### src/rtl/core/tupc_pkg.sv
// ----------------------------------------------------------------------------
// tupc_pkg
// shared types and codes for the texture upload pixel converter
// ----------------------------------------------------------------------------
package tupc_pkg;

    localparam int ADDR_W     = 27;
    localparam int CFG_DATA_W = 15;
    localparam int CFG_IDX_W  = 3;
    localparam int DIM_W      = 13;

    // register indexes
    localparam logic [CFG_IDX_W-1:0] REG_SRC_FORMAT    = 3'd0;
    localparam logic [CFG_IDX_W-1:0] REG_DST_FORMAT    = 3'd1;
    localparam logic [CFG_IDX_W-1:0] REG_REGION_WIDTH  = 3'd2;
    localparam logic [CFG_IDX_W-1:0] REG_REGION_HEIGHT = 3'd3;
    localparam logic [CFG_IDX_W-1:0] REG_X_OFFSET      = 3'd4;
    localparam logic [CFG_IDX_W-1:0] REG_Y_OFFSET      = 3'd5;
    localparam logic [CFG_IDX_W-1:0] REG_ROW_PITCH     = 3'd6;

    // source layouts
    localparam logic [1:0] SRC_LUM  = 2'd0;
    localparam logic [1:0] SRC_RGB  = 2'd1;
    localparam logic [1:0] SRC_RGBA = 2'd2;

    // destination layouts
    localparam logic DST_LUM  = 1'b0;
    localparam logic DST_ARGB = 1'b1;

    localparam logic [7:0]  OPAQUE_ALPHA = 8'hff;
    // floor(s/3) == (s*683)>>11 for every sum of three bytes
    localparam logic [19:0] THIRD_MUL    = 20'd683;
    localparam int          THIRD_SHIFT  = 11;

    typedef struct packed {
        logic [1:0]       src_format;
        logic             dst_format;
        logic [DIM_W-1:0] region_width;
        logic [DIM_W-1:0] region_height;
        logic [11:0]      x_offset;
        logic [11:0]      y_offset;
        logic [14:0]      row_pitch;
    } cfg_t;

    localparam cfg_t CFG_RESET = '{
        src_format:    SRC_RGBA,
        dst_format:    DST_ARGB,
        region_width:  13'd1,
        region_height: 13'd1,
        x_offset:      12'd0,
        y_offset:      12'd0,
        row_pitch:     15'd4
    };

endpackage

### src/rtl/core/texture_upload_pixel_converter.sv
// ----------------------------------------------------------------------------
// texture_upload_pixel_converter
// converts source pixels to argb or luminance and addresses them in a texture
// ----------------------------------------------------------------------------
// One pixel beat is taken every clock cycle while the output side keeps up;
// each result passes through the input register, then the result register,
// before it is offered. Between the two registers lie the byte swizzle, the
// divide-by-three of the luminance average (a constant multiply) and the
// address multiply of row by row pitch, which sets the clock figure.
// Column and row counters step once per accepted beat and wrap after the
// last pixel of the region; configuration must only change while idle.
// ----------------------------------------------------------------------------
module texture_upload_pixel_converter #(
    parameter int MAX_DIM = 4096
) (
    input  logic                              clk,
    input  logic                              rst_n,
    // configuration write port
    input  logic                              cfg_write,
    input  logic [tupc_pkg::CFG_IDX_W-1:0]    cfg_index,
    input  logic [tupc_pkg::CFG_DATA_W-1:0]   cfg_data,
    // pixel input channel
    input  logic                              in_valid,
    output logic                              in_stall,
    input  logic [7:0]                        byte_zero,
    input  logic [7:0]                        byte_one,
    input  logic [7:0]                        byte_two,
    input  logic [7:0]                        byte_three,
    // result channel
    output logic                              out_valid,
    input  logic                              out_stall,
    output logic [tupc_pkg::ADDR_W-1:0]       dest_address,
    output logic [7:0]                        out_zero,
    output logic [7:0]                        out_one,
    output logic [7:0]                        out_two,
    output logic [7:0]                        out_three,
    output logic                              wide_write,
    output logic                              region_done
);
    import tupc_pkg::*;

    // counter width follows the largest region
    localparam int CW = (MAX_DIM > 1) ? $clog2(MAX_DIM) : 1;

    // configuration registers
    cfg_t cfg_reg, cfg_next;

    // input stage
    logic          s1_valid_reg, s1_valid_next;
    logic [7:0]    s1_b0_reg, s1_b1_reg, s1_b2_reg, s1_b3_reg;
    logic [CW-1:0] s1_col_reg, s1_row_reg;
    logic          s1_last_reg;

    // result stage
    logic              out_valid_reg, out_valid_next;
    logic [ADDR_W-1:0] out_addr_reg;
    logic [7:0]        out_b0_reg, out_b1_reg, out_b2_reg, out_b3_reg;
    logic              out_wide_reg, out_done_reg;

    // handshake
    logic out_advance;
    logic s1_advance;
    logic in_accept;

    // walker and datapath
    logic [CW-1:0]     cur_col, cur_row;
    logic              cur_last;
    logic [ADDR_W-1:0] dp_addr;
    logic [7:0]        dp_o0, dp_o1, dp_o2, dp_o3;

    // register writes, unknown indexes dropped
    always_comb
    begin
        cfg_next = cfg_reg;
        if (cfg_write)
        begin
            case (cfg_index)
                REG_SRC_FORMAT:    cfg_next.src_format    = cfg_data[1:0];
                REG_DST_FORMAT:    cfg_next.dst_format    = cfg_data[0];
                REG_REGION_WIDTH:  cfg_next.region_width  = cfg_data[DIM_W-1:0];
                REG_REGION_HEIGHT: cfg_next.region_height = cfg_data[DIM_W-1:0];
                REG_X_OFFSET:      cfg_next.x_offset      = cfg_data[11:0];
                REG_Y_OFFSET:      cfg_next.y_offset      = cfg_data[11:0];
                REG_ROW_PITCH:     cfg_next.row_pitch     = cfg_data[14:0];
                default:           cfg_next = cfg_reg;
            endcase
        end
    end

    // result register frees when empty or taken this cycle
    assign out_advance = !out_valid_reg || !out_stall;
    // input register frees when empty or moving on
    assign s1_advance  = !s1_valid_reg || out_advance;
    assign in_stall    = !s1_advance;
    assign in_accept   = in_valid && s1_advance;

    assign s1_valid_next  = s1_advance ? in_valid : s1_valid_reg;
    assign out_valid_next = out_advance ? s1_valid_reg : out_valid_reg;

    // position is sampled at the beat that takes the pixel
    tupc_walker #(
        .MAX_DIM (MAX_DIM),
        .CW      (CW)
    ) u_walker (
        .clk           (clk),
        .rst_n         (rst_n),
        .advance       (in_accept),
        .region_width  (cfg_reg.region_width),
        .region_height (cfg_reg.region_height),
        .column        (cur_col),
        .row           (cur_row),
        .last_pixel    (cur_last)
    );

    tupc_datapath #(
        .CW (CW)
    ) u_datapath (
        .cfg    (cfg_reg),
        .b0     (s1_b0_reg),
        .b1     (s1_b1_reg),
        .b2     (s1_b2_reg),
        .b3     (s1_b3_reg),
        .column (s1_col_reg),
        .row    (s1_row_reg),
        .addr   (dp_addr),
        .o0     (dp_o0),
        .o1     (dp_o1),
        .o2     (dp_o2),
        .o3     (dp_o3)
    );

    // control state
    always_ff @(posedge clk or negedge rst_n)
    begin
        if (!rst_n)
        begin
            cfg_reg       <= CFG_RESET;
            s1_valid_reg  <= 1'b0;
            out_valid_reg <= 1'b0;
        end
        else
        begin
            cfg_reg       <= cfg_next;
            s1_valid_reg  <= s1_valid_next;
            out_valid_reg <= out_valid_next;
        end
    end

    // input payload
    always_ff @(posedge clk)
    begin
        if (in_accept)
        begin
            s1_b0_reg   <= byte_zero;
            s1_b1_reg   <= byte_one;
            s1_b2_reg   <= byte_two;
            s1_b3_reg   <= byte_three;
            s1_col_reg  <= cur_col;
            s1_row_reg  <= cur_row;
            s1_last_reg <= cur_last;
        end
    end

    // result payload
    always_ff @(posedge clk)
    begin
        if (out_advance && s1_valid_reg)
        begin
            out_addr_reg <= dp_addr;
            out_b0_reg   <= dp_o0;
            out_b1_reg   <= dp_o1;
            out_b2_reg   <= dp_o2;
            out_b3_reg   <= dp_o3;
            out_wide_reg <= cfg_reg.dst_format;
            out_done_reg <= s1_last_reg;
        end
    end

    assign out_valid    = out_valid_reg;
    assign dest_address = out_addr_reg;
    assign out_zero     = out_b0_reg;
    assign out_one      = out_b1_reg;
    assign out_two      = out_b2_reg;
    assign out_three    = out_b3_reg;
    assign wide_write   = out_wide_reg;
    assign region_done  = out_done_reg;

endmodule

### src/rtl/core/tupc_walker.sv
// ----------------------------------------------------------------------------
// tupc_walker
// column and row counters that walk the upload region
// ----------------------------------------------------------------------------
module tupc_walker #(
    parameter int MAX_DIM = 4096,
    parameter int CW      = 12
) (
    input  logic                      clk,
    input  logic                      rst_n,
    input  logic                      advance,
    input  logic [tupc_pkg::DIM_W-1:0] region_width,
    input  logic [tupc_pkg::DIM_W-1:0] region_height,
    output logic [CW-1:0]             column,
    output logic [CW-1:0]             row,
    output logic                      last_pixel
);
    import tupc_pkg::*;

    localparam int VW = DIM_W + 1;
    localparam logic [VW-1:0] MAX_V = VW'(MAX_DIM);

    logic [CW-1:0] col_reg, col_next;
    logic [CW-1:0] row_reg, row_next;
    logic [VW-1:0] w_eff, h_eff;
    logic [VW-1:0] w_m1, h_m1;
    logic          last_col, last_row;

    // zero reads as one, oversize as the maximum
    always_comb
    begin
        if (region_width == '0)
            w_eff = VW'(1);
        else if (VW'(region_width) > MAX_V)
            w_eff = MAX_V;
        else
            w_eff = VW'(region_width);

        if (region_height == '0)
            h_eff = VW'(1);
        else if (VW'(region_height) > MAX_V)
            h_eff = MAX_V;
        else
            h_eff = VW'(region_height);
    end

    assign w_m1 = w_eff - VW'(1);
    assign h_m1 = h_eff - VW'(1);

    // at or past the end counts as the end
    assign last_col = VW'(col_reg) >= w_m1;
    assign last_row = VW'(row_reg) >= h_m1;

    always_comb
    begin
        col_next = col_reg;
        row_next = row_reg;
        if (advance)
        begin
            if (last_col)
            begin
                col_next = '0;
                row_next = last_row ? '0 : row_reg + 1'b1;
            end
            else
            begin
                col_next = col_reg + 1'b1;
            end
        end
    end

    always_ff @(posedge clk or negedge rst_n)
    begin
        if (!rst_n)
        begin
            col_reg <= '0;
            row_reg <= '0;
        end
        else
        begin
            col_reg <= col_next;
            row_reg <= row_next;
        end
    end

    assign column     = col_reg;
    assign row        = row_reg;
    assign last_pixel = last_col && last_row;

    a_col_wrap: assert property (@(posedge clk) disable iff (!rst_n)
        advance && last_col |=> col_reg == '0)
        else $error("column did not wrap after last column");

    a_col_step: assert property (@(posedge clk) disable iff (!rst_n)
        advance && !last_col |=> col_reg == CW'($past(col_reg) + 1'b1)
            && $stable(row_reg))
        else $error("column step wrong");

    a_hold: assert property (@(posedge clk) disable iff (!rst_n)
        !advance |=> $stable(col_reg) && $stable(row_reg))
        else $error("counters moved without a beat");

    a_region_wrap: assert property (@(posedge clk) disable iff (!rst_n)
        advance && last_col && last_row |=> row_reg == '0)
        else $error("row did not wrap after last pixel");

endmodule

### src/rtl/core/tupc_datapath.sv
// ----------------------------------------------------------------------------
// tupc_datapath
// pixel swizzle, luminance average and destination address
// ----------------------------------------------------------------------------
module tupc_datapath #(
    parameter int CW = 12
) (
    input  tupc_pkg::cfg_t                cfg,
    input  logic [7:0]                    b0,
    input  logic [7:0]                    b1,
    input  logic [7:0]                    b2,
    input  logic [7:0]                    b3,
    input  logic [CW-1:0]                 column,
    input  logic [CW-1:0]                 row,
    output logic [tupc_pkg::ADDR_W-1:0]   addr,
    output logic [7:0]                    o0,
    output logic [7:0]                    o1,
    output logic [7:0]                    o2,
    output logic [7:0]                    o3
);
    import tupc_pkg::*;

    localparam int YW = ((CW > 12) ? CW : 12) + 1;

    logic [9:0]        rgb_sum;
    logic [19:0]       lum_prod;
    logic [7:0]        lum;
    logic [YW-1:0]     y_pos;
    logic [YW-1:0]     x_pos;
    logic [ADDR_W-1:0] row_base;
    logic [ADDR_W-1:0] col_off;

    assign rgb_sum  = 10'(b0) + 10'(b1) + 10'(b2);
    assign lum_prod = 20'(rgb_sum) * THIRD_MUL;
    assign lum      = lum_prod[THIRD_SHIFT +: 8];

    always_comb
    begin
        o0 = 8'd0;
        o1 = 8'd0;
        o2 = 8'd0;
        o3 = 8'd0;
        if (cfg.dst_format == DST_ARGB)
        begin
            case (cfg.src_format)
                SRC_LUM:
                begin
                    o0 = b0;
                    o1 = b0;
                    o2 = b0;
                    o3 = b0;
                end
                SRC_RGB:
                begin
                    o0 = OPAQUE_ALPHA;
                    o1 = b0;
                    o2 = b1;
                    o3 = b2;
                end
                default:
                begin
                    // rgba, and the unused code read as rgba
                    o0 = b3;
                    o1 = b0;
                    o2 = b1;
                    o3 = b2;
                end
            endcase
        end
        else
        begin
            o0 = (cfg.src_format == SRC_LUM) ? b0 : lum;
        end
    end

    assign y_pos    = YW'(cfg.y_offset) + YW'(row);
    assign x_pos    = YW'(cfg.x_offset) + YW'(column);
    assign row_base = ADDR_W'(y_pos * cfg.row_pitch);
    assign col_off  = (cfg.dst_format == DST_ARGB) ? ADDR_W'({x_pos, 2'b00})
                                                   : ADDR_W'(x_pos);
    assign addr     = row_base + col_off;

endmodule

### config.mk
export PLATFORM = sky130hd
export DESIGN_NAME = texture_upload_pixel_converter
export DESIGN_NICKNAME = d
export VERILOG_FILES = /design/src/rtl/core/tupc_pkg.sv /design/src/rtl/core/texture_upload_pixel_converter.sv /design/src/rtl/core/tupc_walker.sv /design/src/rtl/core/tupc_datapath.sv
export SDC_FILE = /design/constraint.sdc
export NUM_CORES = 1
export LEC_CHECK = 0
export BUFFER_PORTS_ARGS = -buffer_cell sky130_fd_sc_hd__buf_2
export CAP_MARGIN = 20
export CORE_MARGIN = 2
export CORE_UTILIZATION = 45
export DETAILED_ROUTE_END_ITERATION = 6
export PLACE_DENSITY_LB_ADDON = 0.2
export SYNTH_ARGS = -nofsm -noshare
export SYNTH_HDL_FRONTEND = slang
export SYNTH_SLANG_ARGS = --single-unit
### constraint.sdc
create_clock -name clk -period 12.73 [get_ports clk]
set_input_delay 2.546 -clock clk [delete_from_list [all_inputs] [get_ports clk]]
set_output_delay 2.546 -clock clk [all_outputs]
set_load 0.05 [all_outputs]
==> out/metrics.yaml <==
sta:
  tns_ps: 0
  setup_viol: 0
  rsz0062_at_grt: "no"
  fin_crit_ps: 8130
  fin_crit_sh: 0.639
  finalHoldViolations: 0
  fmax_mhz: 123
  slew_headroom: 0.325
  fin_skew_ps: 10.5
  tightestPinTransition_ps: 1010
  final_max_slew_viol_count: 0
layout:
  layout.nets: 2357
  area_growth_pct: 10.6
  largest_register_ffs: 68
  fin_util: 0.501
  nFillCells: 3806
  drive_above_1_share: 0.134
min_path:
  hold_path_class: "reg -> reg"
global_routing:
  met1_usage: 0.300
  met3_usage: 0.0346
  antenna_found_initial: 1
  grt_pass1_vias: 13053
  grt_max_degree: 61
  busiest_layer: "met2"
  grt_overflow: 0
  grtUsageMet2: 0.326
  grt_usage: 0.208
  grt_pass1_wl_um: 71400
die:
  ioPinCount: 118
  core.rowCount: 75
  die-area_mm2: 0.0437
  die_w_um: 209
  core-area_mm2: 0.0418
  initial_utilization: 0.453
  die_h_um: 209
detailed_routing:
  post_drt_wl_per_cell_um: 18.1
  vias: 13020
  first_pass_iters: 7
  wl_um: 44600
  ant_nets: 0
  drc: 0
  drt_iter0_drc: 548
  via_per_inst: 5.27
worst_setup_path:
  crit_top_cell: "fa_1"
  required_ps: 13030
  critical_path_class: "reg -> reg"
  crit_fanout: 10
  cp-end-kind: "flip-flop"
  cp_data_arrival_time_ps: 8430
  critPathMaxStageDelay_ps: 550
  critPathLaunchType: "flip-flop"
  cp_slowest_cell: "fa_1"
placed_design:
  dp_hpwl_um: 34500
  numPortBuffers: 117
  gp_congestion: 0.871
yosys:
  syn_inst: 1800
  synth_edf_count: 118
  synthArstFlopShare: 0.443
  synth_ff_type: "edfxtp_1"
  syn-num-nets: 2247
  yosys_warnings: 0
  ys_types: 67
  ys_ff_latch: 212
  syn_area_per_cell_um2: 10.5
  syn_area_mm2: 0.0189
  ys_seq_area_frac: 0.312
clock_tree:
  cts_made_buffers: 26
  holdBufCountCts: 0
  htreeDepth: 1
  post-cts-setup-buffer-count: 0
  worstSkewPairLatency_ps: 560
  cts_resized: 0
  root_buffer: "clkbuf_16"
  clock-sinks: 212
  cts_buffer_depth: 3
  tritoncts: "yes"
  clk_pin_slew_worst_paths_ps: 60
outcome:
  run_status: "completed"
job:
  maxCapViolCount: 0
==> path summary, 6_finish.rpt <==
kind / from / to / slack [ps] / depth (start not counted)
max: cfg_reg[15] / dest_address[25] / 4600 / 28
min: s1_last_reg / region_done / 420 / 0
max reg2reg: cfg_reg[15] / dest_address[25] / 4600 / 28
min reg2reg: s1_last_reg / region_done / 420 / 0
max in group asynchronous: rst_n / u_walker.column[9] / 9640 / 2
min in group asynchronous: rst_n / cfg_reg[54] / 2000 / 1
==> area by class of cell <==
type                            instances  area, um^2  area share
Multi-Input combinational cell       1300       11900       0.570
Antenna cell                            1        2.50    0.000120
Inverter                              238         893      0.0427
Clock inverter                         14         151     0.00723
Tap cell                              539         674      0.0322
Clock buffer                           33         687      0.0328
Timing Repair Buffer                  132         698      0.0334
Sequential cell                       212        5900       0.282
==> cell usage after synthesis (4+ instances only) <==
| library cell | number | area share |
|---|---|---|
| o21ai_0 | 49 | 0.013 |
| a31oi_1 | 5 | 0.0017 |
| nand4_1 | 6 | 0.0020 |
| xnor2_1 | 61 | 0.028 |
| o22ai_1 | 11 | 0.0036 |
| nand4b_1 | 4 | 0.0019 |
| nor2_1 | 69 | 0.014 |
| a21o_1 | 27 | 0.011 |
| nor2b_1 | 19 | 0.0063 |
| nand2b_1 | 25 | 0.0083 |
| or3_1 | 9 | 0.0030 |
| fa_1 | 178 | 0.19 |
| xor2_1 | 27 | 0.012 |
| o21a_1 | 12 | 0.0048 |
| and3_1 | 21 | 0.0069 |
| inv_1 | 238 | 0.047 |
| ha_1 | 214 | 0.14 |
| clkbuf_1 | 43 | 0.0085 |
| o31a_1 | 7 | 0.0032 |
| dfrtp_1 | 89 | 0.12 |
| a21oi_1 | 77 | 0.020 |
| nand2_1 | 177 | 0.035 |
| a211o_1 | 4 | 0.0019 |
| or2_2 | 4 | 0.0013 |
| and2_1 | 78 | 0.026 |
| a211oi_1 | 8 | 0.0032 |
| o211ai_1 | 8 | 0.0032 |
| mux2_2 | 65 | 0.039 |
| a22o_1 | 4 | 0.0019 |
| o21bai_1 | 9 | 0.0036 |
| dfstp_2 | 5 | 0.0069 |
| nor3_1 | 36 | 0.0095 |
| o31ai_1 | 6 | 0.0024 |
| mux2i_1 | 9 | 0.0048 |
| edfxtp_1 | 118 | 0.19 |
| nor4_1 | 4 | 0.0013 |
| nand3_1 | 26 | 0.0069 |
| a21boi_0 | 8 | 0.0032 |
==> layout by cell type, fill, tap and decap left out, types with 25 or more instances in the layout <==
cell       netlist  final
buf_2            0    117
xnor2_1         61     61
nand2_1        177    177
nand3_1         26     26
nand2b_1        25     25
dfrtp_1         89     89
nor2_1          69     69
o21ai_0         49     49
nor3_1          36     36
ha_1           214    214
a21o_1          27     27
mux2_2          65     65
xor2_1          27     27
and2_1          78     78
clkbuf_16        0     26
fa_1           178    178
edfxtp_1       118    118
inv_1          238    237
a21oi_1         77     77
==> layer usage <==
layer,up-vias,part of all wire
met3,58,0.051
li1,6283,-
met1,6401,0.47
met4,0,0.025
met2,278,0.46
met5,-,0
==> worst max-delay path: cells and delay by family (launching register included) <==
kind / cells / cell delay [ps]
AO/OA/AOI/OAI: 10 / 2290
XOR/XNOR: 1 / 140
adder cells (fa/ha/maj): 9 / 3880
buffers and inverters: 4 / 200
flip-flops: 1 / 340
AND/OR/NAND/NOR: 4 / 1040
==> cell families (layout without fill, tap and decap cells) <==
logic type | Yosys count | in the layout | synth area share
and+or+nand+nor | 496 | 496 | 0.131
adders and majority gates | 392 | 392 | 0.330
buffers and inverters | 288 | 417 | 0.0594
AOI/OAI and AO/OA | 250 | 250 | 0.0837
DFF | 212 | 212 | 0.312
xor gates and xnor gates | 88 | 88 | 0.0407
muxes | 74 | 74 | 0.0434
other | 0 | 1 | 0
==> through the flow <==
stage	setup slack, ps	hold slack [ps]	cells	area (um^2)
2_1_floorplan	5180	400	1800	18900
3_3_place_gp	4690	407	2418	20100
3_5_place_dp	4380	421	2419	20100
4_1_cts	4370	422	2466	20900
5_1_grt	4130	426	2469	20900
6_report	4600	419	2469	20900
Power is not shown: default switching activity piles up to over one toggle a cycle in this logic, so the estimate is an artifact.
